File: src/hdl/cpcr_pkg.sv
// Shared widths and constants for the circle pair collision response unit.
package cpcr_pkg;

  // Default coordinate and velocity width.
  localparam int COORD_WIDTH_DEF = 24;

  // Radius, damping register and derived arithmetic widths.
  localparam int RADIUS_W   = 16;
  localparam int DAMP_W     = 16;
  localparam int DAMP_FRAC  = 8;
  localparam logic [DAMP_W-1:0] DAMP_RESET = 16'd512;
  localparam int DST_W      = RADIUS_W + 1;           // sum of two radii
  localparam int SQ_W       = 2 * DST_W;              // square of a delta
  localparam int D2_W       = SQ_W + 1;               // sum of two squares
  localparam int D2_SHIFT   = 16;                     // eight extra fraction bits
  localparam int ROOT_W     = 26;                     // distance with extra bits
  localparam int RAD_W      = 2 * ROOT_W;             // radicand width
  localparam int OVQ_W      = DST_W + 8;              // overlap with extra bits
  localparam int NUMP_W     = DST_W + OVQ_W;          // delta times overlap
  localparam int NUM_W      = NUMP_W + DAMP_FRAC;     // dividend
  localparam int DEN_W      = ROOT_W + DAMP_W;        // distance times damping
  localparam int MAG_W      = OVQ_W + DAMP_FRAC;      // push magnitude, damping 1/256

endpackage

File: src/hdl/cpcr_sqrt.sv
// Pipelined integer square root, one result bit per stage, with side data.
module cpcr_sqrt import cpcr_pkg::*; #(
  parameter int ROOT_BITS = ROOT_W,
  parameter int SIDE_W    = 1
) (
  input  logic                     clk,
  input  logic                     rst_n,
  input  logic                     in_valid,
  input  logic [2*ROOT_BITS-1:0]   in_rad,
  input  logic [SIDE_W-1:0]        in_side,
  output logic                     out_valid,
  output logic [ROOT_BITS-1:0]     out_root,
  output logic [SIDE_W-1:0]        out_side
);

  localparam int RW = 2 * ROOT_BITS;

  logic                 v_r    [ROOT_BITS];
  logic [RW-1:0]        rem_r  [ROOT_BITS];
  logic [ROOT_BITS-1:0] q_r    [ROOT_BITS];
  logic [SIDE_W-1:0]    side_r [ROOT_BITS];

  for (genvar k = 0; k < ROOT_BITS; k++) begin : g_st
    localparam int Bit = ROOT_BITS - 1 - k;
    logic                 v_in;
    logic [RW-1:0]        rem_in;
    logic [RW-1:0]        trial;
    logic [ROOT_BITS-1:0] q_in;
    logic [SIDE_W-1:0]    side_in;

    if (k == 0) begin : g_first
      assign v_in    = in_valid;
      assign rem_in  = in_rad;
      assign q_in    = '0;
      assign side_in = in_side;
    end else begin : g_next
      assign v_in    = v_r[k-1];
      assign rem_in  = rem_r[k-1];
      assign q_in    = q_r[k-1];
      assign side_in = side_r[k-1];
    end

    // trial subtrahend: 2*q*2^bit + 2^(2*bit)
    assign trial = (RW'(q_in) << (Bit + 1)) | (RW'(1) << (2 * Bit));

    // advance the valid bit
    always_ff @(posedge clk) begin
      if (!rst_n) begin
        v_r[k] <= 1'b0;
      end else begin
        v_r[k] <= v_in;
      end
    end

    // settle one root bit
    always_ff @(posedge clk) begin
      side_r[k] <= side_in;
      if (rem_in >= trial) begin
        rem_r[k] <= rem_in - trial;
        q_r[k]   <= q_in | (ROOT_BITS'(1) << Bit);
      end else begin
        rem_r[k] <= rem_in;
        q_r[k]   <= q_in;
      end
    end
  end

  assign out_valid = v_r[ROOT_BITS-1];
  assign out_root  = q_r[ROOT_BITS-1];
  assign out_side  = side_r[ROOT_BITS-1];

endmodule

File: config.mk
export PLATFORM = sky130hd
export DESIGN_NAME = cpcr_sqrt
export DESIGN_NICKNAME = d
export VERILOG_FILES = /design/src/hdl/cpcr_pkg.sv /design/src/hdl/cpcr_sqrt.sv
export SDC_FILE = /design/constraint.sdc
export NUM_CORES = 2
export LEC_CHECK = 0
export CORE_MARGIN = 10
export CORE_UTILIZATION = 40
export CTS_CLUSTER_DIAMETER = 120
export DETAILED_ROUTE_END_ITERATION = 10
export DONT_BUFFER_PORTS = 1
export SLEW_MARGIN = 20
export SYNTH_ARGS = -nofsm -noshare
export SYNTH_HDL_FRONTEND = slang
export SYNTH_SLANG_ARGS = --single-unit
File: constraint.sdc
create_clock -name clk -period 4.25 [get_ports clk]
set_clock_uncertainty 0.1 [all_clocks]
set_input_delay 0 -clock clk [delete_from_list [all_inputs] [get_ports clk]]
set_output_delay 0 -clock clk [all_outputs]
set_load 0.05 [all_outputs]
==> reports/results.tsv <==
stage	metric	value	unit
power	vdd_drop_max	0.538	mV
detailed_routing	wire_per_inst	16.5	um
critical_path	worstPathArrival	4.36	ns
placed_design	dp_slack	0.594	ns
run_status	outcome	finished clean	
timing	layout_setup_ws	0.475	ns
synth	netlist_instances	6147	
detailed_routing	via_per_inst	4.99	
synth	synth_edf_count	0	
cts	numCtsBuffers	173	
cts	cts.sinks	1703	
synth	synth_top_area_frac	0.544	
finish	syn2layout_area_growth	15.7	%
detailed_routing	drt_iter0_markers	2494	
floorplan	start_util	0.401	
floorplan	rows	145	
cts	cts_tree	yes	
finish	final_cell_mix	1703 x dfxtp_1, 468 x inv_1, 417 x nand2_1	
floorplan	dieArea	173000	sq um
synth	synth_fp_nets	6576	
timing	min_period	3.78	ns
timing	fin_setup_tns	0	ns
synth	ys.flop_type	dfxtp_1	
detailed_routing	wl	142000	um
timing	timing.hold.ws	0.128	ns
critical_path	path_class	register to register	
synth	synth_seq_cells	1703	
timing	setup_viol	0	
cts	clk_latency	0.82	ns
finish	layout_commonest_cell	dfxtp_1	
synth	yosysTopAreaCell	dfxtp_1	
min_path	hp-class	input pin to register	
grt	grt_overflow	0	
grt	grt_max_degree	54	
critical_path	start_kind	register	
synth	ys_seq_area_frac	0.544	
grt	antenna_found_initial	0	
job	drv_cap	0	
placed_design	gp_congestion	0.971	
timing	slew_violations	0	
timing	hold_violations	0	
synth	avgSynthCellArea	10.2	sq um
floorplan	die_x	416	um
detailed_routing	vias	42900	
grt	grt_usage	0.160	
timing	max_freq	0.265	GHz
cts	cts_buffer_depth	3	
synth	synth_area	62600	sq um
placed_design	dpl.hpwl	108000	um
critical_path	worstPathMaxFanout	4	
timing	tightest_slew	0.912	ns
floorplan	dieHeight	416	um
timing	rsz0062_at_grt	no	
finish	n_antenna_cell	0	
cts	clk_pin_slew	0.06	ns
detailed_routing	detail-route-antenna-nets	0	
cts	root_buffer	clkbuf_16	
finish	final_nets	6825	
critical_path	cp-end-kind	register	
timing	slew_headroom	0.387	
critical_path	cp_data_required_time	4.83	ns
power	p_leak	32.8	nW
detailed_routing	drc	0	
cts	htreeDepth	4	
synth	ys_warn_count	0	
synth	async_flop_share	0	
finish	drive_gt1_frac	0.0652	
floorplan	io_pins	84	
grt	grt_pass1_wl	228000	um
cts	cts_resized	0	
timing	period_share	0.888	
grt	grt_pass1_vias	44000	
synth	synth_area_leaders	dfxtp_1 54%, ha_1 7.5%, xnor2_1 4.1%	
detailed_routing	drt-pass1-iter-count	5	
placed_design	io_buffers	0	
floorplan	core	156000	sq um
power	p_per_area	682	nW/um^2
synth	synth_cell_type_count	89	
[layer usage]
layer	GRT usage	part of all wire	up-vias
met3	0.0247	0.030	321
met4	0.0646	0.037	0
li1	-	-	21800
met2	0.313	0.53	764
met1	0.170	0.40	20000
met5	0	0	-
[worst max-delay path, stage by stage, from the launching register on]
cell	delay [ns]
dfxtp_1	0.33
inv_1	0.05
ha_1	0.34
o21a_1	0.15
nor4_1	0.37
o32ai_1	0.23
o311ai_0	0.37
buf_4	0.19
o211a_1	0.19
o32ai_1	0.14
or4_1	0.62
buf_4	0.20
nor3_1	0.17
xor2_1	0.18
[worst paths after layout]
path | from | end | slack, ns | depth (start not counted)
worst max-delay path | q_r[2][184] | rem_r[6][51] | 0.47 | 13
worst min-delay path | rst_n | v_r[1][2] | 0.13 | 2
worst max register to register | q_r[2][184] | rem_r[6][51] | 0.47 | 13
worst min register to register | q_r[2][169] | q_r[2][195] | 0.20 | 0
[cell usage after synthesis, types with 23 or more instances]
library cell	n
a211oi_1	24
a21o_1	149
a21oi_1	343
a31oi_1	35
and2_1	49
and3_1	33
clkbuf_1	76
dfxtp_1	1703
ha_1	373
inv_1	468
mux2_2	33
nand2_1	417
nand2b_1	70
nand3_1	80
nand3b_1	23
nand4_1	77
nor2_1	339
nor2b_1	55
nor3_1	171
nor4_1	210
nor4b_1	24
o21a_1	77
o21ai_0	300
o21bai_1	26
o31ai_1	35
or3_1	66
or4_1	46
xnor2_1	291
xor2_1	271
[per-stage QoR]
| step | util | area (sq um) | power (mW) | cells |
|---|---|---|---|---|
| 3_5_place_dp | 0.419 | 65300 | 34.0 | 8168 |
| 3_3_place_gp | 0.419 | 65300 | 33.9 | 8167 |
| 6_report | 0.465 | 72500 | 49.4 | 8595 |
| 5_1_grt | 0.465 | 72500 | 52.3 | 8595 |
| 2_1_floorplan | - | 62600 | 30.7 | 6147 |
| 4_1_cts | 0.465 | 72500 | 49.8 | 8595 |
[cells by family after synthesis]
family	count (synthesis)	synth area share
buffers and inverters	566	0.0347
adder cells (fa/ha/maj)	373	0.0745
AO/OA/AOI/OAI	1135	0.113
multiplexers	50	0.00889
AND/OR/NAND/NOR	1758	0.146
XOR/XNOR	562	0.0786
flip-flops	1703	0.544
[layout make-up]
| class | instances | area [sq um] |
|---|---|---|
| clock buffer | 244 | 4930 |
| clock inverter | 72 | 1100 |
| fill | 14400 | 83500 |
| inverter | 469 | 1760 |
| multi-input combinational | 3878 | 26400 |
| sequential | 1703 | 34100 |
| tap | 2058 | 2570 |
| timing repair buffer | 171 | 1590 |
[state kept, by name (all words and copies together) (netlist names)]
register	cells
q_r	351
rem_r	1300
side_r	26
v_r	26
[where the power goes]
group	total, mW	switching (mW)	internal [mW]
clock	15.5	6.45	9.06
sequential	22.4	2.81	19.5
combinational	11.5	6.21	5.32
[repair_timing]
action / CTS / global route
buffers inserted: 0 / 0
endpoints found under the hold margin: 80 / 0
hold buffers: 111 / 0
Power figures use the tool's default switching activity.
